==> config.mk <==
export PLATFORM = sky130hd
export DESIGN_NAME = clfp_ctrl
export DESIGN_NICKNAME = d
export VERILOG_FILES = /design/src/rtl/clfp_pkg.sv /design/src/rtl/clfp_ctrl.sv
export SDC_FILE = /design/constraint.sdc
export NUM_CORES = 1
export LEC_CHECK = 0
export BUFFER_PORTS_ARGS = -buffer_cell sky130_fd_sc_hd__buf_2
export CAP_MARGIN = 20
export CORE_MARGIN = 1.5
export CORE_UTILIZATION = 47
export DETAILED_ROUTE_END_ITERATION = 16
export PLACE_DENSITY = 0.89
export SLEW_MARGIN = 10
export SYNTH_ARGS = -nofsm -noshare
export SYNTH_HDL_FRONTEND = slang
export SYNTH_SLANG_ARGS = --single-unit
export TNS_END_PERCENT = 100
==> constraint.sdc <==
create_clock -name clk -period 2.15 [get_ports clk]
set_input_delay 0.1075 -clock clk [delete_from_list [all_inputs] [get_ports clk]]
set_output_delay 0.1075 -clock clk [all_outputs]
set_load 0.005 [all_outputs]
==> src/rtl/clfp_pkg.sv <==
// ----------------------------------------------------------------------------
// clfp_pkg
// Opcodes, status codes and the command and status structs shared by the
// controller and the datapath of the linked list free pool unit.
// ----------------------------------------------------------------------------
package clfp_pkg;

  localparam int OP_W = 3;
  localparam int ST_W = 2;

  // opcodes
  localparam logic [OP_W-1:0] OP_INSERT   = 3'd0;
  localparam logic [OP_W-1:0] OP_DELETE   = 3'd1;
  localparam logic [OP_W-1:0] OP_LOCATE   = 3'd2;
  localparam logic [OP_W-1:0] OP_RETRIEVE = 3'd3;
  localparam logic [OP_W-1:0] OP_NEXT     = 3'd4;
  localparam logic [OP_W-1:0] OP_PREV     = 3'd5;
  localparam logic [OP_W-1:0] OP_CLEAR    = 3'd6;
  localparam logic [OP_W-1:0] OP_RSVD     = 3'd7;

  // status codes
  localparam logic [ST_W-1:0] ST_OK        = 2'd0;
  localparam logic [ST_W-1:0] ST_BAD_POS   = 2'd1;
  localparam logic [ST_W-1:0] ST_NOT_FOUND = 2'd2;
  localparam logic [ST_W-1:0] ST_POOL_FULL = 2'd3;

  // datapath selects
  typedef enum logic [2:0] {CUR_HOLD, CUR_HEAD, CUR_INC, CUR_LINK, CUR_FREE} cur_sel_t;
  typedef enum logic [1:0] {RA_HEAD, RA_LINK, RA_POS, RA_FREE} rd_sel_t;
  typedef enum logic [1:0] {LA_CUR, LA_FREE, LA_PREV, LA_POS} lk_addr_t;
  typedef enum logic [2:0] {LD_INC, LD_FREE, LD_SAV, LD_END, LD_CUR, LD_LINK} lk_data_t;
  typedef enum logic {VA_FREE, VA_POS} va_addr_t;
  typedef enum logic {VD_SAV, VD_IN} va_data_t;
  typedef enum logic [1:0] {HD_HOLD, HD_FREE, HD_LINK, HD_END} head_sel_t;
  typedef enum logic [1:0] {FR_HOLD, FR_LINK, FR_CUR, FR_POS} free_sel_t;
  typedef enum logic [2:0] {RP_ZERO, RP_END, RP_POS, RP_PREV, RP_LINK} rpos_sel_t;

  typedef struct packed {
    logic            in_ld;
    cur_sel_t        cur_sel;
    rd_sel_t         rd_sel;
    logic            found_clr;
    logic            prev_ld;
    logic            sav_ld;
    logic            lk_we;
    lk_addr_t        lk_addr;
    lk_data_t        lk_data;
    logic            va_we;
    va_addr_t        va_addr;
    va_data_t        va_data;
    head_sel_t       head_sel;
    free_sel_t       free_sel;
    logic            res_ld;
    rpos_sel_t       res_pos;
    logic            res_val_rd;
    logic [ST_W-1:0] res_st;
    logic            out_ld;
  } dp_cmd_t;

  typedef struct packed {
    logic [OP_W-1:0] op;
    logic            head_end;
    logic            free_end;
    logic            pos_end;
    logic            pos_in_range;
    logic            pos_eq_head;
    logic            found;
    logic            link_hit;
    logic            link_end;
    logic            val_hit;
    logic            init_last;
    logic            out_free;
  } dp_stat_t;

endpackage

==> src/rtl/clfp_ctrl.sv <==
// ----------------------------------------------------------------------------
// clfp_ctrl
// Sequencer of the free pool unit: link init sweep, list walks and the
// per-opcode update steps, driving the datapath by command struct.
// ----------------------------------------------------------------------------
module clfp_ctrl (
  input  logic               clk,
  input  logic               rst_n,
  input  logic               in_valid,
  output logic               in_ready,
  input  clfp_pkg::dp_stat_t stat,
  output clfp_pkg::dp_cmd_t  cmd
);
  import clfp_pkg::*;

  localparam logic [3:0] S_INIT  = 4'd0;
  localparam logic [3:0] S_IDLE  = 4'd1;
  localparam logic [3:0] S_DISP  = 4'd2;
  localparam logic [3:0] S_WALK  = 4'd3;
  localparam logic [3:0] S_POST  = 4'd4;
  localparam logic [3:0] S_INS_Q = 4'd5;
  localparam logic [3:0] S_INS_F = 4'd6;
  localparam logic [3:0] S_INS_A = 4'd7;
  localparam logic [3:0] S_INS_M = 4'd8;
  localparam logic [3:0] S_DEL1  = 4'd9;
  localparam logic [3:0] S_DEL2  = 4'd10;
  localparam logic [3:0] S_RET   = 4'd11;
  localparam logic [3:0] S_NXT   = 4'd12;
  localparam logic [3:0] S_FIN   = 4'd13;

  logic [3:0] state_r, state_nxt;
  logic       member;
  logic       ins_ok;
  logic       mid_ins;
  logic       walk_hit;

  // membership and hit terms
  assign member  = stat.pos_in_range && (stat.pos_eq_head || stat.found);
  assign ins_ok  = stat.head_end || (stat.pos_end ? stat.found : member);
  assign mid_ins = !stat.head_end && !stat.pos_end;

  always_comb begin
    walk_hit = stat.link_hit;
    if (stat.op == OP_LOCATE) begin
      walk_hit = stat.val_hit;
    end else if (stat.op == OP_CLEAR) begin
      walk_hit = 1'b0;
    end
  end

  // next state and commands
  always_comb begin
    state_nxt      = state_r;
    in_ready       = 1'b0;
    cmd.in_ld      = 1'b0;
    cmd.cur_sel    = CUR_HOLD;
    cmd.rd_sel     = RA_HEAD;
    cmd.found_clr  = 1'b0;
    cmd.prev_ld    = 1'b0;
    cmd.sav_ld     = 1'b0;
    cmd.lk_we      = 1'b0;
    cmd.lk_addr    = LA_CUR;
    cmd.lk_data    = LD_INC;
    cmd.va_we      = 1'b0;
    cmd.va_addr    = VA_FREE;
    cmd.va_data    = VD_IN;
    cmd.head_sel   = HD_HOLD;
    cmd.free_sel   = FR_HOLD;
    cmd.res_ld     = 1'b0;
    cmd.res_pos    = RP_ZERO;
    cmd.res_val_rd = 1'b0;
    cmd.res_st     = ST_OK;
    cmd.out_ld     = 1'b0;
    unique case (state_r)
      S_INIT: begin
        cmd.lk_we   = 1'b1;
        cmd.lk_addr = LA_CUR;
        cmd.lk_data = LD_INC;
        cmd.cur_sel = CUR_INC;
        if (stat.init_last) begin
          state_nxt = S_IDLE;
        end
      end
      S_IDLE: begin
        in_ready = 1'b1;
        if (in_valid) begin
          cmd.in_ld = 1'b1;
          state_nxt = S_DISP;
        end
      end
      S_DISP: begin
        cmd.cur_sel   = CUR_HEAD;
        cmd.rd_sel    = RA_HEAD;
        cmd.found_clr = 1'b1;
        if (stat.head_end || stat.op == OP_RSVD) begin
          state_nxt = S_POST;
        end else begin
          state_nxt = S_WALK;
        end
      end
      S_WALK: begin
        // clear pushes each visited node onto the free list
        if (stat.op == OP_CLEAR) begin
          cmd.lk_we    = 1'b1;
          cmd.lk_addr  = LA_CUR;
          cmd.lk_data  = LD_FREE;
          cmd.free_sel = FR_CUR;
        end
        if (walk_hit) begin
          cmd.prev_ld = 1'b1;
          state_nxt   = S_POST;
        end else if (stat.link_end) begin
          state_nxt = S_POST;
        end else begin
          cmd.cur_sel = CUR_LINK;
          cmd.rd_sel  = RA_LINK;
        end
      end
      S_POST: begin
        cmd.res_ld = 1'b1;
        state_nxt  = S_FIN;
        unique case (stat.op)
          OP_INSERT: begin
            if (!ins_ok) begin
              cmd.res_st = ST_BAD_POS;
            end else if (stat.free_end) begin
              cmd.res_st = ST_POOL_FULL;
            end else if (mid_ins) begin
              cmd.rd_sel = RA_POS;
              state_nxt  = S_INS_Q;
            end else begin
              cmd.rd_sel = RA_FREE;
              state_nxt  = S_INS_F;
            end
          end
          OP_DELETE: begin
            if (!member) begin
              cmd.res_pos = RP_POS;
              cmd.res_st  = ST_BAD_POS;
            end else begin
              cmd.rd_sel = RA_POS;
              state_nxt  = S_DEL1;
            end
          end
          OP_LOCATE: begin
            if (stat.found) begin
              cmd.res_pos = RP_PREV;
            end else begin
              cmd.res_pos = RP_END;
              cmd.res_st  = ST_NOT_FOUND;
            end
          end
          OP_RETRIEVE: begin
            if (member) begin
              cmd.rd_sel = RA_POS;
              state_nxt  = S_RET;
            end else begin
              cmd.res_st = ST_BAD_POS;
            end
          end
          OP_NEXT: begin
            if (member) begin
              cmd.rd_sel = RA_POS;
              state_nxt  = S_NXT;
            end else begin
              cmd.res_pos = RP_END;
              cmd.res_st  = ST_BAD_POS;
            end
          end
          OP_PREV: begin
            if (!stat.pos_eq_head && (stat.pos_in_range || stat.pos_end) && stat.found) begin
              cmd.res_pos = RP_PREV;
            end else begin
              cmd.res_pos = RP_END;
              cmd.res_st  = ST_BAD_POS;
            end
          end
          OP_CLEAR: begin
            cmd.head_sel = HD_END;
          end
          default: begin
            cmd.res_pos = RP_END;
          end
        endcase
      end
      S_INS_Q: begin
        cmd.sav_ld = 1'b1;
        cmd.rd_sel = RA_FREE;
        state_nxt  = S_INS_F;
      end
      S_INS_F: begin
        // take the free node and fill it
        cmd.cur_sel  = CUR_FREE;
        cmd.free_sel = FR_LINK;
        cmd.va_we    = 1'b1;
        cmd.va_addr  = VA_FREE;
        cmd.va_data  = mid_ins ? VD_SAV : VD_IN;
        cmd.lk_we    = 1'b1;
        cmd.lk_addr  = LA_FREE;
        cmd.lk_data  = mid_ins ? LD_SAV : LD_END;
        if (stat.head_end) begin
          cmd.head_sel = HD_FREE;
          state_nxt    = S_FIN;
        end else if (stat.pos_end) begin
          state_nxt = S_INS_A;
        end else begin
          state_nxt = S_INS_M;
        end
      end
      S_INS_A: begin
        cmd.lk_we   = 1'b1;
        cmd.lk_addr = LA_PREV;
        cmd.lk_data = LD_CUR;
        state_nxt   = S_FIN;
      end
      S_INS_M: begin
        cmd.lk_we   = 1'b1;
        cmd.lk_addr = LA_POS;
        cmd.lk_data = LD_CUR;
        cmd.va_we   = 1'b1;
        cmd.va_addr = VA_POS;
        cmd.va_data = VD_IN;
        state_nxt   = S_FIN;
      end
      S_DEL1: begin
        // unlink the node, its successor is the result
        if (stat.pos_eq_head) begin
          cmd.head_sel = HD_LINK;
        end else begin
          cmd.lk_we   = 1'b1;
          cmd.lk_addr = LA_PREV;
          cmd.lk_data = LD_LINK;
        end
        cmd.res_ld  = 1'b1;
        cmd.res_pos = RP_LINK;
        state_nxt   = S_DEL2;
      end
      S_DEL2: begin
        cmd.lk_we    = 1'b1;
        cmd.lk_addr  = LA_POS;
        cmd.lk_data  = LD_FREE;
        cmd.free_sel = FR_POS;
        state_nxt    = S_FIN;
      end
      S_RET: begin
        cmd.res_ld     = 1'b1;
        cmd.res_val_rd = 1'b1;
        state_nxt      = S_FIN;
      end
      S_NXT: begin
        cmd.res_ld  = 1'b1;
        cmd.res_pos = RP_LINK;
        state_nxt   = S_FIN;
      end
      S_FIN: begin
        if (stat.out_free) begin
          cmd.out_ld = 1'b1;
          state_nxt  = S_IDLE;
        end
      end
      default: begin
        state_nxt = S_IDLE;
      end
    endcase
  end

  // state register
  always_ff @(posedge clk) begin
    if (!rst_n) begin
      state_r <= S_INIT;
    end else begin
      state_r <= state_nxt;
    end
  end

endmodule

==> impl_results.md <==
- Most frequent cells in the layout: 47 x buf_2, 17 x nor2_1, 17 x nand2_1, 13 x a21oi_1, 9 x nor2b_1
- Crit path capture type: primary output
- HPWL after detailed placement: 2400 um
- DRT iter0 DRCs: 35
- Commonest non-fill, non-tap cell in the layout: buf_2
- Layout fillers: 201
- CTS tree: built
- Vias in the first global route: 1148
- Final worst path period need: 1940 ps
- Die W: 49.8 um
- Area grow syn2layout: 25.0%
- Total track usage: 26.1%
- Final core occ: 63.7%
- Slew margin rel.: 66.9%
- Max Fclk: 516 MHz
- Pin count of the biggest net entering global routing: 18
- Data arrival, critical path: 1830 ps
- Routed WL per cell: 13.6 um
- RSZ-0062 raised after global routing: false
- Final number of hold-violating endpoints: 0
- R2r worst-path depth: 4
- Pre-antenna DRT Iters: 4
- Ys Warns: 0
- Core area: 0.00202 mm2
- Cell Rows: 16
- Inst Count DP: 223
- Die Area: 0.00248 mm2
- Syn Area/Cell: 6.40 um2
- Hold/Removal Path Class: in2reg
- Register bit total from synthesis: 4
- Cell count after synthesis: 161
- Routed vias/inst: 5.97
- Share of layout cells above drive strength 1: 30.7%
- Max FFs per register: 4
- CTS Buffer Depth: 2
- Syn_nets: 178
- Ys async rst share: 0%
- Max Transition Viols Final: 0
- Finished Layout Cells: 226
- CTS sink count: 4
- Setup TNS: 0 ps
- Worst path required time: 2040 ps
- Clk_skew: 6.86 ps
- Biggest regs: state_r x4
- Top_reg_cell synth: dfxtp_1
- Register area share after synthesis: 7.77%
- Boundary Pins: 48
- Initial Utilization: 51.0%
- Setup bufs post-CTS: 0
- Max Cap Viol: 0
- Routed WL: 3070 um
- H-tree levels: 1
- Root buffer cell: clkbuf_4
- Antenna Nets Post-Route: 0
- Clock Pin Slew Worst Setup and Hold Paths: 40 ps
- DRC viols: 0
- Setup crit start kind: flop
- Antenna diodes: 0
- Cts hold-fix bufs: 0
- Pwr Total: 0.315 mW
- # setup viols final: 0
- Final period utilization: 90.2%
- First-pass GRT wire length: 5150 um
- Total power per unit cell area: 245 mW/mm2
- Outcome: completed
- Port Buffers: 47
- Post-Syn Area: 0.00103 mm2
- Area after DPL: 0.00126 mm2
- RePlAce Congestion: 0.876
- CP max FO: 12
- Worst Hold Path Cells: 3
- Critical path class: reg2out
- Worst Tran Pin Value: 494 ps
- Largest Register: state_r
- Initial antenna violation count: 0
- Final Cell Area: 0.00129 mm2
- Post-CTS resize count: 0
- Peak supply drop: 0.000272 V
- Via count: 1349
- Gr ovfl total: 0
- Die Ht: 49.8 um
- CTS buffer count: 3
- Cell variety after synth: 54
- Final net count: 218
- EDFF count, synth: 0
- Latest clock arrival within the worst-skew pair: 240 ps
- Static Leak: 0.642 nW
cell usage after synthesis (all sizes together), types with 2 or more instances:
cell type	number	area [um2]
a32o	2	20.0
or4b	2	20.0
a21o	2	15.0
buf	10	58.8
o22ai	2	12.5
nand2b	6	37.5
nand3	4	20.0
nand2	17	63.8
and3b	2	17.5
a21oi	13	65.1
and3	2	12.5
dfxtp	4	80.1
o211ai	3	27.5
nor3	5	25.0
a211o	2	17.5
xnor2	2	17.5
o31ai	2	15.0
or4	2	15.0
o21ai	9	45.0
nor2	17	63.8
o21a	2	15.0
nand3b	2	18.8
nor2b	9	56.3
nor3b	5	42.5
inv	5	18.8
mux2i	2	20.0
clkbuf	6	22.5
or2	3	18.8
worst max-delay path, cell delays in order, from the launching register on:
cell	delay (ps)
dfxtp_1	590
nand4bb_1	230
a2111o_1	470
nand2b_1	120
a21o_1	90
buf_2	100
layer usage:
| metal | part of all wire, % | routed length [um] | vias up | global-route usage (%) |
|---|---|---|---|---|
| li1 | - | - | 666 | - |
| met1 | 44 | 1370 | 594 | 35.8 |
| met2 | 46 | 1400 | 82 | 41.6 |
| met3 | 8.2 | 251 | 7 | 2.73 |
| met4 | 1.7 | 51 | 0 | 10.2 |
| met5 | 0 | 0 | - | 0 |
logic make-up (layout without fill, tap and decap cells):
group | count (synthesis) | count (layout) | share of synthesized area, %
AO/OA/AOI/OAI | 50 | 50 | 34.0
XOR/XNOR | 2 | 2 | 1.70
buffers and inverters | 21 | 59 | 9.71
flip-flops | 4 | 4 | 7.77
multiplexers | 2 | 2 | 1.94
AND/OR/NAND/NOR | 82 | 82 | 44.9
final timing paths:
kind | from | end | slack (ps)
setup / recovery | state_r[1] | cmd[24] | 210
hold / removal | rst_n | state_r[0] | 170
setup reg to reg | state_r[1] | state_r[2] | 290
hold reg to reg | state_r[3] | state_r[3] | 630
where the power goes:
group          leakage [nW]  internal (mW)  switching [mW]
combinational         0.596         0.0579          0.0805
clock                0.0138         0.0625          0.0315
sequential           0.0325         0.0773         0.00550
cell type report:
cell class / count / area, um2 / share of cell area [%]
Timing Repair Buffer: 51 / 278 / 21.6
Multi-Input combinational cell: 136 / 856 / 66.4
Inverter: 5 / 18.8 / 1.46
Sequential cell: 4 / 80.1 / 6.21
Clock buffer: 3 / 22.5 / 1.75
Tap cell: 27 / 33.8 / 2.62
stage by stage:
stage	hold WS, ps	setup WS [ps]
detailed placement	409	284
global route	187	55.4
finish	172	211
global placement	396	301
floorplan	242	580
CTS	163	27.9
Note: power is estimated with default switching activity, not from simulation.
